===== src/rtl/core/assert_macros.svh =====
// ----------------------------------------------------------------------------
// Assertion macros
// Shared concurrent assertion helpers, clocked on clk and disabled in reset.
// ----------------------------------------------------------------------------
`ifndef ASSERT_MACROS_SVH
`define ASSERT_MACROS_SVH
`ifndef SYNTHESIS
`define BCDAU_ASSERT(lbl, prop, msg) \
    lbl: assert property (@(posedge clk) disable iff (!rst_n) prop) else $error(msg);
`define BCDAU_NEVER(lbl, cond, msg) \
    lbl: assert property (@(posedge clk) disable iff (!rst_n) !(cond)) else $error(msg);
`else
`define BCDAU_ASSERT(lbl, prop, msg)
`define BCDAU_NEVER(lbl, cond, msg)
`endif
`endif


===== src/rtl/core/bcdau_pkg.sv =====
// ----------------------------------------------------------------------------
// bcdau_pkg
// Types, codes and constants of the packed BCD arithmetic unit.
// ----------------------------------------------------------------------------
package bcdau_pkg;

    // width of a binary value below 10^8
    localparam int VAL_W = 27;

    typedef enum logic [2:0] {
        OP_CHECK = 3'd0,
        OP_B2BCD = 3'd1,
        OP_BCD2B = 3'd2,
        OP_ADD   = 3'd3,
        OP_SUB   = 3'd4,
        OP_MUL   = 3'd5,
        OP_DIV   = 3'd6,
        OP_MOD   = 3'd7
    } op_t;

    typedef enum logic [2:0] {
        ERR_NONE  = 3'd0,
        ERR_DIGIT = 3'd1,
        ERR_RANGE = 3'd2,
        ERR_UNDER = 3'd3,
        ERR_OVER  = 3'd4,
        ERR_DIVZ  = 3'd5
    } err_t;

    // weights of the eight nibbles
    localparam logic [VAL_W-1:0] POW10 [8] = '{
        27'd1, 27'd10, 27'd100, 27'd1000,
        27'd10000, 27'd100000, 27'd1000000, 27'd10000000
    };

    // request travelling down the cell chains
    typedef struct packed {
        op_t               op;
        err_t              err;
        logic              done;     // result already final in res
        logic [31:0]       res;
        logic [31:0]       divisor;
        logic [VAL_W-1:0]  num;      // dividend / quotient, then value to convert
        logic [VAL_W-1:0]  rem;
        logic [31:0]       bcd;
    } pipe_t;

    function automatic int clamp_digits(input int d);
        int r;
        r = d;
        if (r < 1) r = 1;
        if (r > 8) r = 8;
        return r;
    endfunction

    function automatic logic [31:0] max_value(input int d);
        logic [31:0] p;
        p = 32'd1;
        for (int i = 0; i < d; i++) p = p * 32'd10;
        return p - 32'd1;
    endfunction

endpackage


===== src/rtl/core/bcdau_div_cell.sv =====
// ----------------------------------------------------------------------------
// bcdau_div_cell
// One restoring division step: one quotient bit per cell, registered.
// ----------------------------------------------------------------------------
module bcdau_div_cell
(
    input  logic               clk,
    input  logic               rst_n,
    input  logic               in_valid,
    output logic               in_ready,
    input  bcdau_pkg::pipe_t   in_data,
    output logic               out_valid,
    input  logic               out_ready,
    output bcdau_pkg::pipe_t   out_data
);

    logic               valid_reg;
    bcdau_pkg::pipe_t   data_reg;
    bcdau_pkg::pipe_t   data_next;
    logic [bcdau_pkg::VAL_W:0] trial;
    logic               active;

    assign in_ready  = !valid_reg || out_ready;
    assign out_valid = valid_reg;
    assign out_data  = data_reg;

    // shift in next dividend bit, subtract when it fits
    always_comb
    begin
        data_next = in_data;
        active = !in_data.done &&
                 (in_data.op == bcdau_pkg::OP_DIV || in_data.op == bcdau_pkg::OP_MOD);
        trial  = {in_data.rem, in_data.num[bcdau_pkg::VAL_W-1]};
        if (active)
        begin
            if ({{(31-bcdau_pkg::VAL_W){1'b0}}, trial} >= in_data.divisor)
            begin
                data_next.rem = bcdau_pkg::VAL_W'(
                    {{(31-bcdau_pkg::VAL_W){1'b0}}, trial} - in_data.divisor);
                data_next.num = {in_data.num[bcdau_pkg::VAL_W-2:0], 1'b1};
            end
            else
            begin
                data_next.rem = trial[bcdau_pkg::VAL_W-1:0];
                data_next.num = {in_data.num[bcdau_pkg::VAL_W-2:0], 1'b0};
            end
        end
    end

    always_ff @(posedge clk or negedge rst_n)
    begin
        if (!rst_n)
            valid_reg <= 1'b0;
        else if (in_ready)
            valid_reg <= in_valid;
    end

    always_ff @(posedge clk)
    begin
        if (in_ready && in_valid)
            data_reg <= data_next;
    end

endmodule


===== config.mk =====
export PLATFORM = sky130hd
export DESIGN_NAME = bcdau_div_cell
export DESIGN_NICKNAME = d
export VERILOG_FILES = /design/src/rtl/core/assert_macros.svh /design/src/rtl/core/bcdau_pkg.sv /design/src/rtl/core/bcdau_div_cell.sv
export SDC_FILE = /design/constraint.sdc
export NUM_CORES = 1
export LEC_CHECK = 0
export BUFFER_PORTS_ARGS = -buffer_cell sky130_fd_sc_hd__buf_2
export CORE_ASPECT_RATIO = 0.8
export CORE_MARGIN = 2
export CORE_UTILIZATION = 43
export CTS_CLUSTER_SIZE = 40
export DETAILED_ROUTE_END_ITERATION = 7
export GPL_ROUTABILITY_DRIVEN = 0
export HOLD_SLACK_MARGIN = 0.15
export PLACE_DENSITY = 0.86
export SLEW_MARGIN = 20
export SYNTH_ARGS = -nofsm -noshare
export SYNTH_HDL_FRONTEND = slang
export SYNTH_SLANG_ARGS = --single-unit

===== constraint.sdc =====
create_clock -name clk -period 4.9 [get_ports clk]
set_clock_uncertainty 0.2 [all_clocks]
set_input_delay 0.245 -clock clk [delete_from_list [all_inputs] [get_ports clk]]
set_output_delay 0.245 -clock clk [all_outputs]
set_load 0.01 [all_outputs]

Word level (Yosys, flattened, before mapping)
Index checks and enable logic that the tools add are counted.
Word-level totals
  flip-flop bits (word level): 158
  input port bits: 161
  output and inout bits: 159
  logic and storage cells: 21
Cells by class
  add/sub/neg operators: 1
  order comparisons: 1
  eq/ne operators: 2
  mux-type cells: 2
  reductions and logical operators: 6
Operators by type and width (count)
  2-to-1 mux 54 bit: 1
  >= comparator 28 x 32 -> 1 bit: 1
  2-to-1 mux 28 bit: 1
  subtractor 27 bit: 1
  == test 3 bit (second input constant): 2
  logical AND 1 bit: 2
  zero test 1 bit: 2
  logical OR 1 bit: 2

Logic depth before layout (Yosys ltp)
  word-level depth: 4
  depth in mapped cells: 12
  depth with buffers taken out: 11

Least setup slack after synthesis
No wires, ideal clock.
  path type: reg2reg
  start point: reg valid_reg, in the netlist out_valid
  end point: reg data_reg (netlist bit out_data[0]) (enable)
  setup time: 536 ps
  data arrival time: 4199 ps
  data required time: 4164 ps
  setup slack: -36 ps
  stages on the path, launching flop included: 3
  path buffers: 0
  period minus slack after synthesis: 4936 ps
  cells stage by stage: dfrtp_1 > nand2b_1 > and2_1
Between the ends
  cells in the longest elaborated chain, start to end: 3
Ends and longest elaborated chain
  from (decl): RTL line bcdau_div_cell.sv:17  | logic valid_reg;
  from (signal assigned): RTL line bcdau_div_cell.sv:55  | valid_reg <= in_valid;
  zero test 1 bit: RTL line bcdau_div_cell.sv:23  | assign in_ready = !valid_reg || out_ready;
  logical OR 1 bit: RTL line bcdau_div_cell.sv:23
  net in_ready: RTL line bcdau_div_cell.sv:10  | output logic in_ready,
  logical AND 1 bit: RTL line bcdau_div_cell.sv:60  | if (in_ready && in_valid)
  to (signal assigned): RTL line bcdau_div_cell.sv:61  | data_reg <= data_next;
  to (decl): RTL line bcdau_div_cell.sv:18  | bcdau_pkg::pipe_t data_reg;
The timed path passes the listed nets, and every way through them passes these cells.
A chain may end at the register's enable or synchronous reset.

==> results.md <==
- Worst path max stage delay: 640 ps
- Fmax: 237 MHz
- Final worst path period need: 4220 ps
- Die Y: 120 µm
- Fin crit share: 0.860
- Num CTS Buffers: 17
- Area grow syn2layout: 58.8%
- Antenna-violating nets left: 0
- R2R Setup Slk: 2540 ps
- Setup repair after global routing missed its margin: no
- # H-tree levels: 4
- I/O pins: 320
- Sw Share: 0.273
- Sequential power share: 0.452
- Setup violations, final: 0
- Largest net degree at the start of global routing: 93
- Number of global-route vias before repair: 6784
- Filler Cell Count: 1132
- Dpl cell area: 9090 µm²
- Overflow after GRT: 0
- Critical Path Sink Type: register
- R2r endpoint: out_data[49]$_DFFE_PP_
- TritonCTS clock tree: done
- HPWL Detailed: 14.7 mm
- Total power: 3.55 mW
- Normalized max-slew margin: 0.409
- Critical Path Stages: 13
- WHS Path Cells: 2
- Via density: 5.08
- Combinational cell fraction of total power: 0.182
- Ranking of synthesized cells by area: edfxtp_1 65%, nand2_1 5.9%, ha_1 4.8%
- Worst setup path startpoint: in_data[42]
- Number of cell rows: 42
- Worst Path Max Fanout: 29
- Slowest cell on crit path: o21ai_4
- Worst endpoint required time: 4870 ps
- Crit path DAT: 4190 ps
- IO buf count: 319
- Via count: 6819
- Finished Core Util: 0.700
- Synthesized area per cell: 12.1 µm²
- Main synth FF type: edfxtp_1
- Post-synth cell types: 47
- Internal power: 2.58 mW
- Final Net Count: 1299
- Mapped cell area: 7290 µm²
- Share of the synthesized area in the top cell type: 0.646
- Max_cap viols: 0
- Crit path to: out_data[32]$_DFFE_PP_
- CP delay by family, top: compound AO/OA/AOI/OAI gates
- WS Path Type: in2reg
- Final cell count without fillers: 1343
- Share of cells above drive strength 1: 0.324
- Initial antenna violation count: 1
- Core area: 16600 µm²
- Cells after Synth: 604
- Initial drt markers: 493
- Hold Path Class: in2reg
- Syn_nets: 794
- Total Wirelength: 23.7 mm
- Leading area contributor after synthesis: edfxtp_1
- Clock sinks: 158
- Worst skew pair latency: 420 ps
- R2r worst-path depth: 3
- Final Hold Viols: 0
- Setup ws final: 684 ps
- Sequential fraction of the synthesis area: 0.650
- Ratio of total power to cell area: 306 nW/µm²
- Final instance area: 11600 µm²
- Placed Cells: 1121
- WL/cell: 17.6 µm
- Number of synthesized register bits: 158
- Static Leak: 5.15 nW
- First-pass DRT Iterations: 6
- Setup Fix Bufs, Post-CTS: 0
- CTS clock-pin slew for the worst setup and hold paths: 70 ps
- Worst Setup Start Kind: input port
- Status: completed
- Pre-CTS setup slack: 1420 ps
- Slew @ Worst Pin: 886 ps
- DRC: 0
- Post-synth EDFFs: 157
- Final hold slack: 329 ps
- Setup TNS: 0 ps
- Initial Util: 0.441
- Async set or reset register ratio after synthesis: 0.00633
- GR Util All Layers: 0.257
- Yosys warnings: 0
- Root buf cell: clkbuf_16
- Clock share of power: 0.366
- Worst path bufs/invs: 4
- Die area: 18000 µm²
- Chip width: 150 µm
- Worst vdd rail ir drop: 226 µV
- Worst r2r src: out_valid$_DFFE_PN0N_
- Longest Clk Path Bufs: 2
- First-pass GRT wire length: 35.3 mm
- Sw power: 0.970 mW
- Slew Limit Fails: 0
- Crit-path cells: dlygate4sd3_1, buf_2, ha_1, a211oi_1, o21ai_0, a21oi_2, a31oi_1, o21ai_4, buf_4, nor2_1, a211oi_1, a21oi_1, dlygate4sd3_1
==> registers in the layout, indices dropped and copies added, names as in the netlist <==
signal	cells
out_valid	1
out_data	157
==> final cells by class <==
class,count,area [µm²],share of cell area
flip-flops and latches,158,4740,0.409
diodes,1,2.50,0.000216
repair buffers,511,3540,0.306
clock buffers,18,429,0.0371
multi-input cells,387,2310,0.200
well taps,220,275,0.0238
inverters,34,128,0.0110
clock inverters,14,154,0.0133
==> synthesized netlist by cell type, types with 2 or more instances <==
| cell | count |
|---|---|
| nor3_1 | 10 |
| o21bai_1 | 3 |
| nor2_1 | 31 |
| o21ai_1 | 20 |
| nand3_1 | 15 |
| a31oi_1 | 6 |
| and2_1 | 4 |
| buf_2 | 6 |
| o32ai_1 | 2 |
| a211oi_1 | 8 |
| a21oi_1 | 41 |
| and3_1 | 3 |
| nand2b_1 | 8 |
| mux2i_1 | 9 |
| nor4_1 | 2 |
| nand2_1 | 115 |
| o21ai_0 | 18 |
| clkbuf_1 | 14 |
| o211ai_1 | 3 |
| inv_1 | 34 |
| ha_1 | 28 |
| o21a_1 | 10 |
| a21o_1 | 12 |
| edfxtp_1 | 157 |
| xnor2_1 | 12 |
| nand4_1 | 2 |
| buf_6 | 4 |
| xor2_1 | 8 |
==> worst min path at each step <==
stage                 startpoint                       to  slack, ps
finish               in_data[17]   out_data[17]$_DFFE_PP_        330
global route         in_data[24]   out_data[24]$_DFFE_PP_        310
CTS                 in_data[136]  out_data[136]$_DFFE_PP_        300
detailed placement         rst_n    out_valid$_DFFE_PN0N_       -170
global placement           rst_n    out_valid$_DFFE_PN0N_       -180
floorplan                  rst_n    out_valid$_DFFE_PN0N_       -250
==> power by group through the flow <==
stage	combinational (mW)	clock, mW	sequential [mW]
final	0.646	1.30	1.60
after global routing	0.698	1.38	1.61
after CTS	0.629	1.32	1.60
after detailed placement	0.500	0	1.63
after global placement	0.485	0	1.63
after floorplan	0.242	0	1.68
==> cell usage in the layout, fill, tap and decap left out, types with 9 or more instances in the layout <==
cell type / Yosys / routed
a21o_1: 12 / 12
a21oi_1: 41 / 41
buf_2: 6 / 319
clkbuf_16: 0 / 17
dlygate4sd3_1: 0 / 188
edfxtp_1: 157 / 157
ha_1: 28 / 28
inv_1: 34 / 34
mux2i_1: 9 / 9
nand2_1: 115 / 115
nand3_1: 15 / 15
nor2_1: 31 / 30
nor3_1: 10 / 10
o21a_1: 10 / 10
o21ai_0: 18 / 18
o21ai_1: 20 / 20
xnor2_1: 12 / 12
==> layer usage <==
layer,GRT usage,share of wire,vias up
li1,-,-,3195
met1,0.288,0.38,3233
met2,0.454,0.51,328
met3,0.0709,0.068,63
met4,0.122,0.044,0
met5,0,0,-
==> kinds of logic (layout without fill, tap and decap cells) <==
logic type,after synthesis,in the layout,share of synthesized area
buffers and inverters,59,577,0.0355
muxes,9,9,0.0124
and+or+nand+nor,194,194,0.112
other,0,1,0
DFF,158,158,0.650
AOI/OAI and AO/OA,135,135,0.115
adders and majority gates,29,29,0.0508
xor gates and xnor gates,20,20,0.0240
==> worst register-to-register path, cell delays in order, from the launching register on <==
cell and delay [ps]:
dfrtp_1 380, nand2b_1 120, and2_4 710, buf_12 510
==> timing repair <==
action                                 CTS  global route
hold buffers                           188             0
endpoints found under the hold margin  159             0
gates resized for setup                  0             0
Power figures use the tool's default switching activity.
