[config.mk]
export PLATFORM = sky130hd
export DESIGN_NAME = bcdau_dd_cell
export DESIGN_NICKNAME = d
export VERILOG_FILES = /design/src/rtl/core/assert_macros.svh /design/src/rtl/core/bcdau_pkg.sv /design/src/rtl/core/bcdau_dd_cell.sv
export SDC_FILE = /design/constraint.sdc
export NUM_CORES = 1
export LEC_CHECK = 0
export BUFFER_PORTS_ARGS = -buffer_cell sky130_fd_sc_hd__buf_2
export CAP_MARGIN = 0
export CORE_MARGIN = 2
export CORE_UTILIZATION = 36
export CTS_BUF_LIST = sky130_fd_sc_hd__clkbuf_4 sky130_fd_sc_hd__clkbuf_8
export CTS_CLUSTER_DIAMETER = 100
export CTS_CLUSTER_SIZE = 28
export DETAILED_ROUTE_END_ITERATION = 10
export PLACE_DENSITY = 0.73
export SYNTH_ARGS = -nofsm -noshare
export SYNTH_HDL_FRONTEND = slang
export SYNTH_SLANG_ARGS = --single-unit
[constraint.sdc]
create_clock -name clk -period 6.15 [get_ports clk]
set_input_delay 0.3075 -clock clk [delete_from_list [all_inputs] [get_ports clk]]
set_output_delay 0.3075 -clock clk [all_outputs]
set_load 0.02 [all_outputs]
[src/rtl/core/assert_macros.svh]
// ----------------------------------------------------------------------------
// Assertion macros
// Shared concurrent assertion helpers, clocked on clk and disabled in reset.
// ----------------------------------------------------------------------------
`ifndef ASSERT_MACROS_SVH
`define ASSERT_MACROS_SVH
`ifndef SYNTHESIS
`define BCDAU_ASSERT(lbl, prop, msg) \
    lbl: assert property (@(posedge clk) disable iff (!rst_n) prop) else $error(msg);
`define BCDAU_NEVER(lbl, cond, msg) \
    lbl: assert property (@(posedge clk) disable iff (!rst_n) !(cond)) else $error(msg);
`else
`define BCDAU_ASSERT(lbl, prop, msg)
`define BCDAU_NEVER(lbl, cond, msg)
`endif
`endif

[src/rtl/core/bcdau_pkg.sv]
// ----------------------------------------------------------------------------
// bcdau_pkg
// Types, codes and constants of the packed BCD arithmetic unit.
// ----------------------------------------------------------------------------
package bcdau_pkg;

    // width of a binary value below 10^8
    localparam int VAL_W = 27;

    typedef enum logic [2:0] {
        OP_CHECK = 3'd0,
        OP_B2BCD = 3'd1,
        OP_BCD2B = 3'd2,
        OP_ADD   = 3'd3,
        OP_SUB   = 3'd4,
        OP_MUL   = 3'd5,
        OP_DIV   = 3'd6,
        OP_MOD   = 3'd7
    } op_t;

    typedef enum logic [2:0] {
        ERR_NONE  = 3'd0,
        ERR_DIGIT = 3'd1,
        ERR_RANGE = 3'd2,
        ERR_UNDER = 3'd3,
        ERR_OVER  = 3'd4,
        ERR_DIVZ  = 3'd5
    } err_t;

    // weights of the eight nibbles
    localparam logic [VAL_W-1:0] POW10 [8] = '{
        27'd1, 27'd10, 27'd100, 27'd1000,
        27'd10000, 27'd100000, 27'd1000000, 27'd10000000
    };

    // request travelling down the cell chains
    typedef struct packed {
        op_t               op;
        err_t              err;
        logic              done;     // result already final in res
        logic [31:0]       res;
        logic [31:0]       divisor;
        logic [VAL_W-1:0]  num;      // dividend / quotient, then value to convert
        logic [VAL_W-1:0]  rem;
        logic [31:0]       bcd;
    } pipe_t;

    function automatic int clamp_digits(input int d);
        int r;
        r = d;
        if (r < 1) r = 1;
        if (r > 8) r = 8;
        return r;
    endfunction

    function automatic logic [31:0] max_value(input int d);
        logic [31:0] p;
        p = 32'd1;
        for (int i = 0; i < d; i++) p = p * 32'd10;
        return p - 32'd1;
    endfunction

endpackage

[src/rtl/core/bcdau_dd_cell.sv]
// ----------------------------------------------------------------------------
// bcdau_dd_cell
// One double-dabble step: add-3 correction on each digit, then shift a bit in.
// ----------------------------------------------------------------------------
module bcdau_dd_cell
(
    input  logic               clk,
    input  logic               rst_n,
    input  logic               in_valid,
    output logic               in_ready,
    input  bcdau_pkg::pipe_t   in_data,
    output logic               out_valid,
    input  logic               out_ready,
    output bcdau_pkg::pipe_t   out_data
);

    logic               valid_reg;
    bcdau_pkg::pipe_t   data_reg;
    bcdau_pkg::pipe_t   data_next;
    logic [31:0]        adj;

    assign in_ready  = !valid_reg || out_ready;
    assign out_valid = valid_reg;
    assign out_data  = data_reg;

    // correct digits at or above five, then shift in the next binary bit
    always_comb
    begin
        data_next = in_data;
        adj = in_data.bcd;
        for (int j = 0; j < 8; j++)
        begin
            if (in_data.bcd[4*j +: 4] >= 4'd5)
                adj[4*j +: 4] = in_data.bcd[4*j +: 4] + 4'd3;
        end
        if (!in_data.done)
        begin
            data_next.bcd = {adj[30:0], in_data.num[bcdau_pkg::VAL_W-1]};
            data_next.num = {in_data.num[bcdau_pkg::VAL_W-2:0], 1'b0};
        end
    end

    always_ff @(posedge clk or negedge rst_n)
    begin
        if (!rst_n)
            valid_reg <= 1'b0;
        else if (in_ready)
            valid_reg <= in_valid;
    end

    always_ff @(posedge clk)
    begin
        if (in_ready && in_valid)
            data_reg <= data_next;
    end

endmodule

# [Word-level counts from Yosys, hierarchy flattened]
# Index checks and enable logic that the tools add are counted.
[classes] muxes=10 n_reduce_logical=3 add_sub_neg=8 n_lt_le_gt_ge=8
[op_table] operator="4-bit by 3-bit greater-or-equal comparator with 1-bit output (second input constant)" count=8
[op_table] operator="32-bit two-way mux" count=1
[op_table] operator="4-bit by 2-bit adder with 4-bit output (second input constant)" count=7
[op_table] operator="4-bit two-way mux" count=7
[op_table] operator="27-bit two-way mux" count=1
[op_table] operator="3-bit by 2-bit adder with 3-bit output (second input constant)" count=1
[op_table] operator="3-bit two-way mux" count=1
[op_table] operator="1-bit logical AND" count=1
[op_table] operator="1-bit logical NOT" count=1
[op_table] operator="1-bit logical OR" count=1
[word_totals] output_inout_bits=159 in_bits=161 reg_bits=158

# [Depth between registers and ports, before layout]
# Gate-level depths: netlist (run 1).
[depth] ltp_word=3 depth_mapped=6 ltp_nobuf=5

# [Least setup slack after synthesis (run 1)]
# Ideal clock, no wire load.
[synth_path] path_kind="register to register" from="reg valid_reg (netlist: out_valid)" to="reg data_reg, in the netlist out_data[0], enable pin" slack_ps=1279 arrival_ps=4336 stages_incl_launch_ff=3 path_buffers=0 path_cell_list="dfrtp_1 > nand2b_1 > and2_1"
[synth_between] elab_chain_len=3
[synth_lines] element="start, declared" line_no="bcdau_dd_cell.sv:17" rtl="logic valid_reg;"
[synth_lines] element="start signal, assigned" line_no="bcdau_dd_cell.sv:48" rtl="valid_reg <= in_valid;"
[synth_lines] element="1-bit logical NOT" line_no="bcdau_dd_cell.sv:22" rtl="assign in_ready = !valid_reg || out_ready;"
[synth_lines] element="1-bit logical OR" line_no="bcdau_dd_cell.sv:22"
[synth_lines] element="net in_ready" line_no="bcdau_dd_cell.sv:10" rtl="output logic in_ready,"
[synth_lines] element="1-bit logical AND" line_no="bcdau_dd_cell.sv:53" rtl="if (in_ready && in_valid)"
[synth_lines] element="end signal, assigned" line_no="bcdau_dd_cell.sv:54" rtl="data_reg <= data_next;"
[synth_lines] element="end, declared" line_no="bcdau_dd_cell.sv:18" rtl="bcdau_pkg::pipe_t data_reg;"
# The timed path passes the listed nets, and every way through them passes these cells.
# A chain may end at the register's enable or synchronous reset.

# [Final worst setup path (run 1)]
[layout_path] from="reg valid_reg (netlist: out_valid)" to="reg data_reg, in the netlist out_data[144], enable pin"
[layout_between] elab_chain_len=3
[layout_lines] element="1-bit logical NOT" line_no="bcdau_dd_cell.sv:22"
[layout_lines] element="1-bit logical OR" line_no="bcdau_dd_cell.sv:22"
[layout_lines] element="1-bit logical AND" line_no="bcdau_dd_cell.sv:53"
# No other way between the ends.

==> results of run 1 <==
power groups by stage:
| stage | combinational (mW) | clock (mW) | sequential [mW] |
|---|---|---|---|
| after floorplan | 0.104 | 0 | 1.40 |
| after global placement | 0.325 | 0 | 1.30 |
| after detailed placement | 0.332 | 0 | 1.30 |
| after CTS | 0.356 | 0.792 | 1.28 |
| after global routing | 0.399 | 0.838 | 1.29 |
| final | 0.372 | 0.780 | 1.28 |
cell usage after synthesis, drive strengths merged, types with 5 or more instances:
cell,count
edfxtp,157
nand2,32
o21ai,28
mux2,27
inv,19
nor2,18
ha,16
nor2b,12
buf,11
nand3,11
nand2b,10
a2111o,8
a22oi,8
a221o,6
clkbuf,6
a211oi,5
flip-flops by register name, indices dropped and copies added (netlist names):
name       cells
out_data     157
out_valid      1
final cells by class:
| type | count | area share (%) |
|---|---|---|
| multi-input cells | 207 | 16.0 |
| clock inverters | 15 | 1.77 |
| repair buffers | 394 | 25.1 |
| clock buffers | 17 | 2.51 |
| diodes | 1 | 0.0268 |
| inverters | 19 | 0.764 |
| flip-flops and latches | 158 | 50.8 |
| well taps | 225 | 3.02 |
critical path, delay by kind of cell, from the launching register on:
family                 cells  cell delay, ps
buffers and inverters      1             770
AND/OR/NAND/NOR            2             840
flip-flops                 1             390
cells by family after synthesis:
group / synth area share [%]
flops: 73.7
compound gates: 8.48
fa+ha+maj: 3.11
mux: 4.73
simple gates: 6.81
buf+inv: 3.17
metal layers:
layer | up-vias | wire length (um) | GRT usage [%] | share of wire [%]
li1 | 2337 | - | - | -
met1 | 2340 | 6620 | 18.3 | 35
met2 | 214 | 10000 | 30.9 | 53
met3 | 27 | 1640 | 5.96 | 8.7
met4 | 0 | 561 | 7.96 | 3.0
met5 | - | 0 | 0 | 0
repair_timing:
action | CTS | global route
endpoints found under the setup margin | 0 | 0
hold buffers | 45 | 28
endpoints found under the hold margin | 45 | 28
worst min-delay path by stage:
stage / to / slack (ps) / from / cells after the start
3_3_place_gp: out_valid / 80 / rst_n / 1
5_1_grt: out_data[98] / -5 / in_data[98] / 1
3_5_place_dp: out_valid / 90 / rst_n / 1
6_report: out_data[132] / 30 / in_data[132] / 1
4_1_cts: out_data[139] / 0.002 / in_data[139] / 1
2_1_floorplan: out_valid / 10 / rst_n / 0
metrics by stage:
| stage | cells | util (%) | hold WS (ps) |
|---|---|---|---|
| 2_1_floorplan | 401 | - | 11.9 |
| 3_3_place_gp | 930 | 47.2 | 82.2 |
| 3_5_place_dp | 930 | 47.2 | 85.8 |
| 4_1_cts | 1007 | 52.1 | 0.00250 |
| 5_1_grt | 1036 | 53.7 | -5.47 |
| 6_report | 1036 | 53.7 | 33.0 |
==> reports/results.txt, run 1 <==
Power Internal: 1.73 mW
antenna violations before repair: 1
ANT nets after route: 0
P_leak: 3.92 nW
H-tree levels: 4
Filler cells: 1404
boundary pin count: 320
number of synthesized register bits: 158
crit-path cells: nand2b_1 > and2_4 > buf_4
DR vias: 4918
1st-iter DRT viols: 246
Seq/Total Area, Yosys: 73.7%
clock slew at reported path FFs: 100 ps
total power: 2.43 mW
setup_tns: 0 ps
Nets: 974
total CTS buffers: 17
GP Congestion: 0.758
Post-Route WL: 18900 um
Worst Path Max Fanout: 64
Worst Tran Pin Value: 1090 ps
Placeable Area: 17400 sq um
slowest CP cell: buf_4
vias per cell: 4.75
Synth Flop Type: edfxtp_1
Row Count: 48
cts repair resizes: 0
launch point of the critical path: out_valid
Crit Path Class: flop to flop
Clock Path Buffers: 2
area occupied by multi-input gates: 1490 sq um
Pins Over Slew Limit: 0
Critical Path Max Stage Delay: 770 ps
Avg WL per Cell: 18.2 um
CP endpoint kind: flop
crit path to: out_data[144]
reg2reg start: out_valid
WP data required: 6230 ps
run status: finished, final reports clean
Reg2Reg Depth: 3
IO buf count: 319
post-synth top area cell: edfxtp_1
GRT Residual Overflow: 0
die width: 138 um
synth top area cells: edfxtp_1, mux2_2, ha_1
largest net degree at the start of global routing: 109
DRC: 0
Max Cap Viol: 0
clock sink count: 158
pwr/cell area: 261 nW/um^2
placed cell area: 8200 sq um
Total GRT Usage: 17.3%
Die Ht: 138 um
CTS tree: built
Layout area overhead: 45.1%
asr flop ratio synth: 0.633%
share of cells above drive strength 1: 47.5%
synthesized area per cell: 16.0 sq um
worst slack at placement: 3710 ps
count of cell types in the netlist: 30
register area: 4740 sq um
Mapped Cells: 401
Net Count, Synth: 578
Psw: 0.708 mW
sequential share of power: 52.7%
Max VDD drop: 0.122 mV
global-route wire length before repair: 23900 um
RSZ-0062 raised after global routing: no
Ys Warns: 0
Final Worst Setup Slack: 3690 ps
WP data arrival: 2540 ps
area fraction of the dominant cell type after synthesis: 73.3%
Logic pwr share: 15.3%
root buffer cell: clkbuf_8
Min Clock Period, post-route: 2460 ps
Initial Utilization: 37.1%
final std cell area, no fill: 9330 sq um
startpoint types: flop
number of global-route vias before repair: 4394
Hold Crit Class: primary input to flop
most common cell after layout, fill and taps aside: buf_2
Max Freq: 0.406 GHz
final hold violations: 0
Worst R2R Setup Slack: 3690 ps
slew margin rel.: 27.5%
die area: 18900 sq um
clk_lat worst skew: 450 ps
DP HPWL: 12900 um
post-CTS setup repair buffer count: 0
Post-Synthesis Cell Area: 6430 sq um
final setup fails: 0
skew final: 10.8 ps
reg-to-reg critical path endpoint: out_data[144]
fin crit share: 40.0%
Post-synth EDFFs: 157
most frequent cells in the layout: buf_2, edfxtp_1, dlygate4sd3_1
DR pass1 iterations: 5
clock share of power: 32.1%
sw frac: 29.1%
(Power assumes the default switching activity.)
==> run 2: changes to the inputs <==
--- a/config.mk
+++ b/config.mk
@@ -13,7 +13,7 @@
 export CTS_CLUSTER_DIAMETER = 100
 export CTS_CLUSTER_SIZE = 28
 export DETAILED_ROUTE_END_ITERATION = 10
-export PLACE_DENSITY = 0.73
+export PLACE_DENSITY = 0.76
 export SYNTH_ARGS = -nofsm -noshare
 export SYNTH_HDL_FRONTEND = slang
 export SYNTH_SLANG_ARGS = --single-unit
==> constraint.sdc (replaced) <==
create_clock -name clk -period 2.1 [get_ports clk]
set_input_delay 0.105 -clock clk [delete_from_list [all_inputs] [get_ports clk]]
set_output_delay 0.105 -clock clk [all_outputs]
set_load 0.02 [all_outputs]
==> run 2 against run 1 <==
Net effect: critical path depth grew 1; count of clock-buffer cells in the layout increased by 1; register-to-register slack lost 3100 ps; global-route usage up 3.4 points; clock skew increased by 6.2 ps; sequential power grew to 2.9 times the previous value; utilization grew 4.9 points; worst hold slack worse by 3.3 ps; sequential share of layout area decreased by 4.2 points; flip-flop and latch count unchanged; combinational power grew to 3.4 times the previous value; critical endpoint is now out_data[70]; largest power group unchanged; highest routed layer unchanged.
==> reports/results.txt, run 2 (same netlist as run 1, synthesis figures left out) <==
DR pass1 iterations: 4 (was 5)
boundary pin count: 320 (unchanged)
Clock Path Buffers: 2 (unchanged)
area occupied by multi-input gates: 1500 sq um (was 1490 sq um)
Nets: 1055 (was 974)
clock share of power: 32.2% (was 32.1%)
Max Freq: 0.618 GHz
IO buf count: 319 (unchanged)
skew final: 17.0 ps (was 10.8 ps)
slew margin rel.: 57.2% (was 27.5%)
Max VDD drop: 0.632 mV (was 0.122 mV)
CTS tree: built (unchanged)
Finished Layout Cells: 1117 (was 1036)
Psw: 2.02 mW (was 0.708 mW)
clk_lat worst skew: 450 ps (about the same)
vias per cell: 4.85 (was 4.75)
final setup fails: 0 (unchanged)
clock slew at reported path FFs: 90 ps (was 100 ps)
Min Clock Period, post-route: 1620 ps
final hold violations: 0 (unchanged)
Die Ht: 138 um (unchanged)
Filler cells: 1291 (was 1404)
startpoint types: primary input (was flop)
Util after Layout: 58.6% (was 53.7%)
max reg flops: 157 (unchanged)
Initial Utilization: 37.1% (unchanged)
most common cell after layout, fill and taps aside: buf_2 (unchanged)
DP HPWL: 12900 um (about the same)
placed cell count: 939 (was 930)
clock sink count: 158 (unchanged)
Post-Route WL: 21000 um (was 18900 um)
final std cell area, no fill: 10200 sq um (was 9330 sq um)
antenna violations before repair: 1 (unchanged)
Placeable Area: 17400 sq um (unchanged)
Worst Path Max Fanout: 63 (was 64)
cts repair resizes: 0 (unchanged)
die width: 138 um (unchanged)
GRT Residual Overflow: 0 (unchanged)
root buffer cell: clkbuf_8 (unchanged)
global-route wire length before repair: 28800 um (was 23900 um)
share of cells above drive strength 1: 44.4% (was 47.5%)
sw frac: 27.4% (was 29.1%)
WP data required: 2300 ps (was 6230 ps)
GP Congestion: 0.808 (was 0.758)
Logic pwr share: 17.0% (was 15.3%)
Avg WL per Cell: 18.8 um (was 18.2 um)
largest net degree at the start of global routing: 64 (was 109)
H-tree levels: 4 (unchanged)
die area: 18900 sq um (unchanged)
Layout area overhead: 58.3% (was 45.1%)
post-CTS setup repair buffer count: 0 (unchanged)
1st-iter DRT viols: 293 (was 246)
fin crit share: 77.0%
Worst Tran Pin Value: 643 ps (was 1090 ps)
register area: 4740 sq um (about the same)
WP data arrival: 1820 ps (was 2540 ps)
Row Count: 48 (unchanged)
total CTS buffers: 17 (unchanged)
Power Internal: 5.38 mW (was 1.73 mW)
Hold Crit Class: primary input to flop (unchanged)
Max Cap Viol: 0 (unchanged)
number of global-route vias before repair: 5174 (was 4394)
Crit Path Class: primary input to flop (was flop to flop)
DRC: 0 (unchanged)
Total GRT Usage: 20.8% (was 17.3%)
placed cell area: 8310 sq um (was 8200 sq um)
CP endpoint kind: flop (unchanged)
Pins Over Slew Limit: 0 (unchanged)
run status: finished, final reports clean (unchanged)
ANT nets after route: 0 (unchanged)
P_leak: 4.28 nW (was 3.92 nW)
RSZ-0062 raised after global routing: no (unchanged)
sequential share of power: 50.7% (was 52.7%)
most frequent cells in the layout: buf_2, edfxtp_1, dlygate4sd3_1 (unchanged)
pwr/cell area: 727 nW/um^2 (was 261 nW/um^2)
DR vias: 5420 (was 4918)
-- run 2: changes by cell type in the layout (fill, tap and decap cells not counted), sizes merged --
cell | previous run | this run
buf | 321 | 330
clkbuf | 17 | 18
dlygate4sd3 | 73 | 145
clkinv | 6 | 4
clkinvlp | 0 | 1
bufinv | 0 | 2
inv | 28 | 26
-- run 2: repair_timing --
item	in CTS	in global routing
setup endpoints to repair	0	0
hold buffers	145	0
hold endpoints to repair	133	0
-- run 2: per-stage QoR --
step	hold WS, ps	worst slack [ps]	power, mW	setup TNS, ps
after floorplan	-191	-50.5	4.37	-7930
after global placement	-118	605	4.80	0
after detailed placement	-120	578	4.82	0
after CTS	0.767	546	7.39	0
after global routing	17.4	440	7.66	0
final	29.7	483	7.40	0
-- run 2: cell type report --
| type | instances | area share, % |
|---|---|---|
| Clock buffer | 18 | 2.37 |
| Timing Repair Buffer | 475 | 31.1 |
| Tap cell | 225 | 2.77 |
| Antenna cell | 1 | 0.0246 |
| Sequential cell | 158 | 46.6 |
| Clock inverter | 14 | 1.70 |
| Inverter | 19 | 0.701 |
| Multi-Input combinational cell | 207 | 14.7 |
-- run 2: power by group through the flow --
stage	Clock [mW]	Combinational, mW	Sequential [mW]
floorplan	0	0.307	4.07
global placement	0	0.984	3.81
detailed placement	0	1.01	3.81
CTS	2.41	1.23	3.74
global route	2.55	1.34	3.77
finish	2.38	1.26	3.76
-- run 2: path summary, 6_finish.rpt --
check / from / endpoint / slack, ps / cells past startpoint
worst max register to register: out_valid / out_data[106] / 540 / 3
worst max-delay path: in_data[150] / out_data[70] / 480 / 4
worst min register to register: out_valid / out_data[134] / 930 / 2
min in group asynchronous: rst_n / out_valid / 500 / 3
max in group asynchronous: rst_n / out_valid / 1480 / 3
worst min-delay path: in_data[17] / out_data[17] / 30 / 3
-- run 2: routing by layer --
layer  track usage [%]  vias up  share of wire (%)
li1                  -     2501                  -
met1              22.5     2588                 36
met2              37.1      277                 51
met3              5.15       54                8.0
met4              11.2        0                4.6
met5                 0        -                  0
-- run 2: critical path, stage by stage --
cell	delay (ps)
buf_4	490
buf_12	250
mux2_2	350
dlygate4sd3_1	560
